**src/design/i2cm_pkg.sv**
```systemverilog
// Shared types and constants for the I2C master byte engine.
`timescale 1ns / 1ps

package i2cm_pkg;

    localparam int unsigned CMD_W      = 3;
    localparam int unsigned BYTE_W     = 8;
    localparam int unsigned PHASE_W    = 2;
    localparam int unsigned BITCNT_W   = 4;
    localparam int unsigned STATUS_W   = 2;
    localparam int unsigned S_TDATA_W  = 16;
    localparam int unsigned M_TDATA_W  = 16;
    localparam int unsigned QUEUE_PTR_W = 1;
    localparam int unsigned QUEUE_CNT_W = 2;
    localparam logic [QUEUE_CNT_W-1:0] QUEUE_DEPTH = 2'd2;

    localparam logic [BITCNT_W-1:0] BITS_PER_BYTE = 4'd8;
    localparam logic [BYTE_W-1:0]   ACK_TIMEOUT_RESET = 8'd21;
    localparam logic [BYTE_W-1:0]   MSB_MASK = 8'h80;

    typedef enum logic [CMD_W-1:0] {
        CMD_START     = 3'd0,
        CMD_STOP      = 3'd1,
        CMD_WRITE     = 3'd2,
        CMD_READ_ACK  = 3'd3,
        CMD_READ_NACK = 3'd4,
        CMD_IDLE      = 3'd7
    } t_cmd;

    typedef enum logic [STATUS_W-1:0] {
        ST_OK       = 2'd0,
        ST_BUS_BUSY = 2'd1,
        ST_NO_ACK   = 2'd2
    } t_status;

    // What the back end does with a queued request.
    typedef enum logic [1:0] {
        OP_TICK = 2'd0,
        OP_LOAD = 2'd1,
        OP_NOP  = 2'd2
    } t_op;

    typedef struct packed {
        t_op               op;
        t_cmd              cmd;
        logic [BYTE_W-1:0] data;
        logic              sda;
    } t_req;

    typedef struct packed {
        logic              scl;
        logic              sda;
        logic              busy;
        logic              done;
        t_status           status;
        logic [BYTE_W-1:0] rbyte;
    } t_res;

endpackage

```
**src/design/i2c_master_byte_engine_core.sv**
```systemverilog
// Top level of the I2C master byte engine.
// Each request on the slave stream is either a delay tick (tuser 0), carrying the
// sampled SDA level, or a command (tuser 1: start, stop, write byte, read with ack,
// read with nack), and produces exactly one result on the master stream with the
// SCL/SDA levels to drive, busy, done, status and the received byte. The engine
// sustains one request per clock while results are taken; each request passes through
// the two-entry request queue and then the result register before its result appears.
// The queue lets the input keep flowing while a result waits to be taken. The
// ack_timeout register (reset 21) is written through the cfg channel, which is
// always ready; write it only while no request is in flight.
`timescale 1ns / 1ps

module i2c_master_byte_engine_core (
    input  logic                           i_clk,
    input  logic                           i_rst_n,
    input  logic                           i_s_axis_tvalid,
    output logic                           o_s_axis_tready,
    // [2:0] command, [10:3] data_byte, [11] sda_in, [15:12] zero
    input  logic [i2cm_pkg::S_TDATA_W-1:0] i_s_axis_tdata,
    // [0] kind
    input  logic                           i_s_axis_tuser,
    output logic                           o_m_axis_tvalid,
    input  logic                           i_m_axis_tready,
    // [0] scl_drive, [1] sda_drive, [2] busy_res, [3] done_res, [5:4] status,
    // [13:6] read_byte, [15:14] zero
    output logic [i2cm_pkg::M_TDATA_W-1:0] o_m_axis_tdata,
    input  logic                           i_cfg_valid,
    output logic                           o_cfg_ready,
    input  logic [i2cm_pkg::BYTE_W-1:0]    i_cfg_data
);
    import i2cm_pkg::*;

    logic [BYTE_W-1:0] r_ack_timeout;
    logic              s_q_full;
    logic              s_push;
    t_req              s_front_req;
    logic              s_q_valid;
    logic              s_pop;
    t_req              s_q_req;
    logic              s_res_valid;
    t_res              s_res;

    assign o_cfg_ready = 1'b1;

    always_ff @(posedge i_clk) begin
        if (!i_rst_n) begin
            r_ack_timeout <= ACK_TIMEOUT_RESET;
        end else if (i_cfg_valid && o_cfg_ready) begin
            r_ack_timeout <= i_cfg_data;
        end
    end

    i2cm_front u_front (
        .i_valid     (i_s_axis_tvalid),
        .o_ready     (o_s_axis_tready),
        .i_kind      (i_s_axis_tuser),
        .i_command   (i_s_axis_tdata[2:0]),
        .i_data_byte (i_s_axis_tdata[10:3]),
        .i_sda_in    (i_s_axis_tdata[11]),
        .i_q_full    (s_q_full),
        .o_push      (s_push),
        .o_req       (s_front_req)
    );

    i2cm_queue u_queue (
        .i_clk   (i_clk),
        .i_rst_n (i_rst_n),
        .i_push  (s_push),
        .i_req   (s_front_req),
        .o_full  (s_q_full),
        .o_valid (s_q_valid),
        .i_pop   (s_pop),
        .o_req   (s_q_req)
    );

    i2cm_back u_back (
        .i_clk         (i_clk),
        .i_rst_n       (i_rst_n),
        .i_valid       (s_q_valid),
        .i_req         (s_q_req),
        .o_pop         (s_pop),
        .i_ack_timeout (r_ack_timeout),
        .o_res_valid   (s_res_valid),
        .i_res_ready   (i_m_axis_tready),
        .o_res         (s_res)
    );

    assign o_m_axis_tvalid = s_res_valid;
    assign o_m_axis_tdata  = {2'b00, s_res.rbyte, s_res.status, s_res.done,
                              s_res.busy, s_res.sda, s_res.scl};

endmodule

```
**src/design/i2cm_front.sv**
```systemverilog
// Front end: takes stream requests and classifies them for the queue.
`timescale 1ns / 1ps

module i2cm_front (
    input  logic                      i_valid,
    output logic                      o_ready,
    input  logic                      i_kind,
    input  logic [i2cm_pkg::CMD_W-1:0]  i_command,
    input  logic [i2cm_pkg::BYTE_W-1:0] i_data_byte,
    input  logic                      i_sda_in,
    input  logic                      i_q_full,
    output logic                      o_push,
    output i2cm_pkg::t_req            o_req
);
    import i2cm_pkg::*;

    assign o_ready = !i_q_full;
    assign o_push  = i_valid && !i_q_full;

    always_comb begin
        o_req.cmd  = CMD_IDLE;
        o_req.data = i_data_byte;
        o_req.sda  = i_sda_in;
        if (!i_kind) begin
            o_req.op = OP_TICK;
        end else if (i_command <= CMD_READ_NACK) begin
            o_req.op  = OP_LOAD;
            o_req.cmd = t_cmd'(i_command);
        end else begin
            // unknown code: report the lines, change nothing
            o_req.op = OP_NOP;
        end
    end

endmodule

```
**src/design/i2cm_queue.sv**
```systemverilog
// Two-entry request queue between the front and back ends.
`timescale 1ns / 1ps

module i2cm_queue (
    input  logic           i_clk,
    input  logic           i_rst_n,
    input  logic           i_push,
    input  i2cm_pkg::t_req i_req,
    output logic           o_full,
    output logic           o_valid,
    input  logic           i_pop,
    output i2cm_pkg::t_req o_req
);
    import i2cm_pkg::*;

    t_req                   r_mem [QUEUE_DEPTH];
    logic [QUEUE_PTR_W-1:0] r_wr_ptr;
    logic [QUEUE_PTR_W-1:0] r_rd_ptr;
    logic [QUEUE_CNT_W-1:0] r_count;
    logic [QUEUE_CNT_W-1:0] n_count;

    assign o_full  = (r_count == QUEUE_DEPTH);
    assign o_valid = (r_count != '0);
    assign o_req   = r_mem[r_rd_ptr];

    always_comb begin
        n_count = r_count;
        if (i_push && !i_pop) begin
            n_count = r_count + 1'b1;
        end else if (!i_push && i_pop) begin
            n_count = r_count - 1'b1;
        end
    end

    always_ff @(posedge i_clk) begin
        if (!i_rst_n) begin
            r_wr_ptr <= '0;
            r_rd_ptr <= '0;
            r_count  <= '0;
        end else begin
            if (i_push) begin
                r_wr_ptr <= r_wr_ptr + 1'b1;
            end
            if (i_pop) begin
                r_rd_ptr <= r_rd_ptr + 1'b1;
            end
            r_count <= n_count;
        end
    end

    always_ff @(posedge i_clk) begin
        if (i_push) begin
            r_mem[r_wr_ptr] <= i_req;
        end
    end

endmodule

```
**src/design/i2cm_back.sv**
```systemverilog
// Back end: bus phase sequencer and registered result.
`timescale 1ns / 1ps

module i2cm_back (
    input  logic                        i_clk,
    input  logic                        i_rst_n,
    input  logic                        i_valid,
    input  i2cm_pkg::t_req              i_req,
    output logic                        o_pop,
    input  logic [i2cm_pkg::BYTE_W-1:0] i_ack_timeout,
    output logic                        o_res_valid,
    input  logic                        i_res_ready,
    output i2cm_pkg::t_res              o_res
);
    import i2cm_pkg::*;

    t_cmd                r_cmd,    n_cmd;
    logic [PHASE_W-1:0]  r_phase,  n_phase;
    logic [BITCNT_W-1:0] r_bits,   n_bits;
    logic [BYTE_W-1:0]   r_shift,  n_shift;
    logic [BYTE_W-1:0]   r_ackcnt, n_ackcnt;
    logic                r_scl,    n_scl;
    logic                r_sda,    n_sda;
    logic                r_out_valid;
    t_res                r_res;
    t_res                s_res;
    logic                s_finish;
    t_status             s_status;
    logic [BYTE_W-1:0]   s_rbyte;

    // Advance on a queued request whenever the result register is free or being emptied.
    assign o_pop       = i_valid && (!r_out_valid || i_res_ready);
    assign o_res_valid = r_out_valid;
    assign o_res       = r_res;

    always_comb begin
        n_cmd    = r_cmd;
        n_phase  = r_phase;
        n_bits   = r_bits;
        n_shift  = r_shift;
        n_ackcnt = r_ackcnt;
        n_scl    = r_scl;
        n_sda    = r_sda;
        s_finish = 1'b0;
        s_status = ST_OK;
        s_rbyte  = '0;
        unique case (i_req.op)
            OP_LOAD: begin
                n_cmd    = i_req.cmd;
                n_phase  = '0;
                n_bits   = '0;
                n_ackcnt = '0;
                n_shift  = (i_req.cmd == CMD_WRITE) ? i_req.data : '0;
            end
            OP_TICK: begin
                unique case (r_cmd) inside
                    CMD_START: begin
                        case (r_phase)
                            2'd0: begin
                                n_sda   = 1'b1;
                                n_phase = 2'd1;
                            end
                            2'd1: begin
                                n_scl   = 1'b1;
                                n_phase = 2'd2;
                            end
                            2'd2: begin
                                if (!i_req.sda) begin
                                    s_status = ST_BUS_BUSY;
                                    s_finish = 1'b1;
                                end else begin
                                    n_sda   = 1'b0;
                                    n_phase = 2'd3;
                                end
                            end
                            default: begin
                                if (i_req.sda) begin
                                    s_status = ST_BUS_BUSY;
                                end else begin
                                    n_scl = 1'b0;
                                end
                                s_finish = 1'b1;
                            end
                        endcase
                    end
                    CMD_STOP: begin
                        case (r_phase)
                            2'd0: begin
                                n_scl   = 1'b0;
                                n_sda   = 1'b0;
                                n_phase = 2'd1;
                            end
                            2'd1: begin
                                n_scl   = 1'b1;
                                n_phase = 2'd2;
                            end
                            default: begin
                                n_sda    = 1'b1;
                                s_finish = 1'b1;
                            end
                        endcase
                    end
                    CMD_WRITE: begin
                        if (r_bits < BITS_PER_BYTE) begin
                            case (r_phase)
                                2'd0: begin
                                    n_scl   = 1'b0;
                                    n_sda   = |(r_shift & MSB_MASK);
                                    n_phase = 2'd1;
                                end
                                2'd1: begin
                                    n_scl   = 1'b1;
                                    n_phase = 2'd2;
                                end
                                default: begin
                                    n_scl   = 1'b0;
                                    n_shift = {r_shift[BYTE_W-2:0], 1'b0};
                                    n_bits  = r_bits + 1'b1;
                                    n_phase = '0;
                                end
                            endcase
                        end else begin
                            case (r_phase)
                                2'd0: begin
                                    n_sda   = 1'b1;
                                    n_phase = 2'd1;
                                end
                                2'd1: begin
                                    n_scl   = 1'b1;
                                    n_phase = 2'd2;
                                end
                                default: begin
                                    if (!i_req.sda) begin
                                        n_scl    = 1'b0;
                                        s_finish = 1'b1;
                                    end else if (r_ackcnt >= i_ack_timeout) begin
                                        n_scl    = 1'b0;
                                        s_status = ST_NO_ACK;
                                        s_finish = 1'b1;
                                    end else begin
                                        n_ackcnt = r_ackcnt + 1'b1;
                                    end
                                end
                            endcase
                        end
                    end
                    CMD_READ_ACK, CMD_READ_NACK: begin
                        if (r_bits < BITS_PER_BYTE) begin
                            if (r_phase == '0) begin
                                n_scl   = 1'b1;
                                n_sda   = 1'b1;
                                n_phase = 2'd1;
                            end else begin
                                n_shift = {r_shift[BYTE_W-2:0], i_req.sda};
                                n_scl   = 1'b0;
                                n_bits  = r_bits + 1'b1;
                                n_phase = '0;
                            end
                        end else begin
                            case (r_phase)
                                2'd0: begin
                                    n_scl   = 1'b0;
                                    n_phase = 2'd1;
                                end
                                2'd1: begin
                                    n_sda   = (r_cmd == CMD_READ_NACK);
                                    n_phase = 2'd2;
                                end
                                2'd2: begin
                                    n_scl   = 1'b1;
                                    n_phase = 2'd3;
                                end
                                default: begin
                                    n_scl    = 1'b0;
                                    s_rbyte  = r_shift;
                                    s_finish = 1'b1;
                                end
                            endcase
                        end
                    end
                    default: begin
                    end
                endcase
            end
            default: begin
            end
        endcase
        if (s_finish) begin
            n_cmd    = CMD_IDLE;
            n_phase  = '0;
            n_bits   = '0;
            n_ackcnt = '0;
        end
    end

    always_comb begin
        s_res.scl    = n_scl;
        s_res.sda    = n_sda;
        s_res.busy   = (n_cmd != CMD_IDLE);
        s_res.done   = s_finish;
        s_res.status = s_status;
        s_res.rbyte  = s_rbyte;
    end

    always_ff @(posedge i_clk) begin
        if (!i_rst_n) begin
            r_cmd       <= CMD_IDLE;
            r_phase     <= '0;
            r_bits      <= '0;
            r_shift     <= '0;
            r_ackcnt    <= '0;
            r_scl       <= 1'b1;
            r_sda       <= 1'b1;
            r_out_valid <= 1'b0;
        end else begin
            if (o_pop) begin
                r_cmd       <= n_cmd;
                r_phase     <= n_phase;
                r_bits      <= n_bits;
                r_shift     <= n_shift;
                r_ackcnt    <= n_ackcnt;
                r_scl       <= n_scl;
                r_sda       <= n_sda;
                r_out_valid <= 1'b1;
            end else if (i_res_ready) begin
                r_out_valid <= 1'b0;
            end
        end
    end

    always_ff @(posedge i_clk) begin
        if (o_pop) begin
            r_res <= s_res;
        end
    end

endmodule

```
**config.mk**
```make
export PLATFORM = sky130hd
export DESIGN_NAME = i2c_master_byte_engine_core
export DESIGN_NICKNAME = d
export VERILOG_FILES = /design/src/design/i2cm_pkg.sv /design/src/design/i2c_master_byte_engine_core.sv /design/src/design/i2cm_front.sv /design/src/design/i2cm_queue.sv /design/src/design/i2cm_back.sv
export SDC_FILE = /design/constraint.sdc
export NUM_CORES = 1
export LEC_CHECK = 0
export BUFFER_PORTS_ARGS = -buffer_cell sky130_fd_sc_hd__buf_2
export CORE_UTILIZATION = 58
export DETAILED_ROUTE_END_ITERATION = 12
export GPL_TIMING_DRIVEN = 0
export HOLD_SLACK_MARGIN = 0.1
export PLACE_DENSITY = 0.79
export SYNTH_ARGS = -nofsm -noshare
export SYNTH_HDL_FRONTEND = slang
export SYNTH_SLANG_ARGS = --single-unit
```
**constraint.sdc**
```tcl
create_clock -name i_clk -period 3.73 [get_ports i_clk]
set_clock_uncertainty 0.05 [all_clocks]
set_input_delay 0.1865 -clock i_clk [delete_from_list [all_inputs] [get_ports i_clk]]
set_output_delay 0.1865 -clock i_clk [all_outputs]
set_load 0.01 [all_outputs]
```
==> impl_summary.txt <==
----------------------------------------------------
[Status]
  Result of the run ... finished clean

[Setup path]
  Cell breakdown of the critical path ... clkbuf_1 -> inv_1 -> ha_1 -> clkbuf_1 -> nor2_1 -> o21bai_1 -> a2111oi_0 -> buf_2 -> buf_2 -> a311oi_1
  Classification of the worst setup path ... register to register
  Category of the worst setup path capture point ... register
  Critical path arrival ... 3.35 ns
  Largest stage delay, worst path ... 0.67 ns
  Max stage delay cell, worst path ... a2111oi_0
  Total buffers and inverters traversed by the critical path ... 5
  Required time worst endpoint ... 3.91 ns
  CP Launch Type ... register
  Largest delay contributor family on the critical path ... buffers and inverters
  Highest net fanout along the worst path ... 10

[Clock tree]
  Maximum buffer depth of the clock tree ... 2
  Number of buffers inserted during clock tree synthesis ... 9
  TritonCTS clock tree ... yes
  Number of buffers inserted to repair setup after CTS ... 0
  # H-tree levels ... 3
  Clock-pin slew on the worst setup and hold paths ... 0.09 ns
  Clock sinks ... 83
  Clock latency of the later-clocked register in the worst-skew pair ... 0.36 ns
  Cell at the root of the clock tree ... clkbuf_8

[Timing]
  Max Freq ... 0.316 GHz
  Least setup slack across all paths after layout ... 0.561 ns
  Slew of the pin with the lowest slew margin ... 1.11 ns
  Pins over their slew limit ... 0
  Final sum of negative setup slack ... 0 ns
  Setup violations, final ... 0
  Final count of hold timing violations ... 0
  Worst-case headroom to the max-slew limit ... 25.7%
  RSZ-0062 raised after global routing ... false
  Final Cycle Share ... between 80% and 90%
  Final critical-path required period ... roughly 3.2 ns

[Global routing]
  Largest net degree at the start of global routing ... 21
  Number of global-route vias before repair ... 3352
  GRT Overall Usage ... 28.1%
  Global-route wire length before repair ... 16.3 mm
  Grt total ovfl ... 0
  Number of antenna violations at the first check in global routing ... 0

[Synth]
  Biggest area consumer among synthesized cells ... edfxtp_1
  YS warnings ... 0
  Async set-or-reset flop fraction in the synthesized netlist ... 0%
  Top cell type's share of synthesized area ... 29.5%
  Synth Register Bits ... 83
  Leading cell types by total area after synthesis ... edfxtp_1 29%, dfxtp_1 19%, mux2i_1 4.9%, ha_1 4.7%, nor2_1 4.6%
  Post-synthesis cell count ... 445
  Number of library cell types mapped by synthesis ... 57
  Part of the Yosys area used for sequential elements ... 48.7%
  Number of enable-type register cells in the synthesized netlist ... 42
  Area of the mapped netlist ... 4280 µm²
  Most common flop cell mapped by yosys ... edfxtp_1
  Post-Syn Area per Cell ... 9.61 µm²

[Floorplan]
  Std-Cell Core Area ... 6940 µm²
  Die outline width ... about 88 µm
  Die height ... around 88 µm
  Area enclosed by the die boundary ... slightly below 8000 µm²
  # IOs ... 49
  Rows ... 30
  Starting utilization of the core area ... 61.6%

[Layout]
  Diodes inserted ... 0
  Final design utilization ... 72.5%
  Leading cell types in the layout, fill and taps excluded ... 52 x nor2_1, 43 x buf_2, 42 x edfxtp_1
  Fraction of layout instances using a drive strength above 1 ... 14.8%
  Number of nets in the layout ... around 560
  Most frequent standard cell in the layout excluding fill and tap cells ... nor2_1
  Non-filler cells in the finished layout ... 618
  Count of filler cells inserted in the layout ... 525
  Multi-input gate area ... ~2000 µm²
  Seq. cell area ... 2080 µm²
  Area added between synthesis and finish ... 17.7%
  Post-route standard cell area excluding fillers ... around 5000 µm²

[Power]
  Static Leakage ... 1.97 nW
  Largest vdd supply drop ... 0.000361 V
  PD cells ... 546 nW/µm²

[Routing]
  Wire length reported by the detailed router ... around 10 mm
  Starting DRC count in detailed routing ... 317
  Vias/cell ... 5.78
  Final ANT Viol Nets ... 0
  Number of detailed-routing iterations run before antenna repair ... 5
  Routed vias ... 3573
  Drc violations ... 0
  Wire length per cell ... 16.1 µm

[Job]
  Count of maximum capacitance violations ... 0

[Place]
  Final Wtd Congestion ... 0.924
  Port Buffer Count ... 39
  HPWL Detailed ... 6.76 mm
  Number of instances in the placed design ... 581
  Worst setup slack before clock tree synthesis ... 0.591 ns
  Placed standard-cell area ... 4600 µm²

[Worst hold path]
  Path category of the worst min-delay check ... input port to register

----------------------------------------------------
cell families (layout without fill, tap and decap cells):
| kind of cell | count (synthesis) | after routing | share of synthesized area (%) |
|---|---|---|---|
| flip-flops | 83 | 83 | 48.7 |
| AO/OA/AOI/OAI | 103 | 103 | 15.9 |
| AND/OR/NAND/NOR | 164 | 164 | 19.1 |
| adder cells (fa/ha/maj) | 16 | 16 | 4.68 |
| other | 2 | 3 | 0.176 |
| multiplexers | 23 | 23 | 5.53 |
| XOR/XNOR | 4 | 4 | 0.819 |
| buffers and inverters | 50 | 126 | 5.12 |
registers in the layout (all words and copies together) (netlist names), 2 cells and up, named ones only:
name	flops
u_queue.r_mem	28
u_back.o_res	14
r_ack_timeout	8
u_back.r_ackcnt	8
u_back.r_shift	8
u_back.r_bits	4
u_back.r_cmd	3
u_back.r_phase	2
u_queue.r_count	2
per-layer routing:
metal  wire [µm]  global-route usage (%)
met5           0                       0
met4         147                    9.39
met3         538                    5.09
met2        4600                    44.2
met1        4690                    39.2
area by class of cell:
class | instances | share of cell area [%]
flip-flops and latches | 83 | 41.4
multi-input cells | 313 | 39.3
repair buffers | 60 | 8.06
plain buffers | 28 | 2.71
clock buffers | 9 | 2.46
well taps | 96 | 2.39
clock inverters | 7 | 2.04
inverters | 22 | 1.64
final timing paths:
path	startpoint	to	slack, ns	cells past startpoint
setup reg to reg	u_back.r_phase[1]$_SDFFE_PN0P_	u_back.r_shift[0]$_SDFFE_PN0P_	0.56	10
hold / removal	i_m_axis_tready	u_back.o_res_valid$_SDFFE_PN0P_	0.14	4
hold reg to reg	r_ack_timeout[2]$_SDFFE_PN1P_	r_ack_timeout[2]$_SDFFE_PN1P_	0.45	2
setup / recovery	u_back.r_phase[1]$_SDFFE_PN0P_	u_back.r_shift[0]$_SDFFE_PN0P_	0.56	10
Yosys cell counts, drive strengths merged, types with 4 or more instances:
library cell and n:
nor3 11, and3 6, nor2b 5, nor2 52, a221o 5, nor3b 4, a31oi 5, nand2 33
nand3 11, inv 21, dfxtp 41, clkbuf 19, or2 9, o211ai 5, nand2b 8, a211oi 8
mux2i 21, ha 16, a21oi 27, or3 4, edfxtp 42, and2 10, o21ai 21, buf 9
o22ai 5
worst reg2reg max path, stage by stage, from the launching register on:
cell and delay (ns):
dfxtp_1 0.36, clkbuf_1 0.30, inv_1 0.17, ha_1 0.21, clkbuf_1 0.23, nor2_1 0.25
o21bai_1 0.09, a2111oi_0 0.67, buf_2 0.35, buf_2 0.27, a311oi_1 0.11
metrics by stage:
step           power [W]  hold WS [ns]
2_1_floorplan    0.00175         0.235
6_report         0.00275         0.144
5_1_grt          0.00289         0.168
4_1_cts          0.00274         0.141
3_3_place_gp     0.00196         0.324
3_5_place_dp     0.00199         0.328
power breakdown:
part           switching, W  internal [W]  total (W)
clock network      0.000362      0.000387   0.000749
registers         0.0000796       0.00115    0.00123
logic              0.000484      0.000283   0.000766
total              0.000925       0.00182    0.00275
repair_timing:
item                      4_1_cts  5_1_grt
resized for setup               0        0
hold buffers                   21        0
hold endpoints to repair       32        0
(Power assumes the default switching activity.)
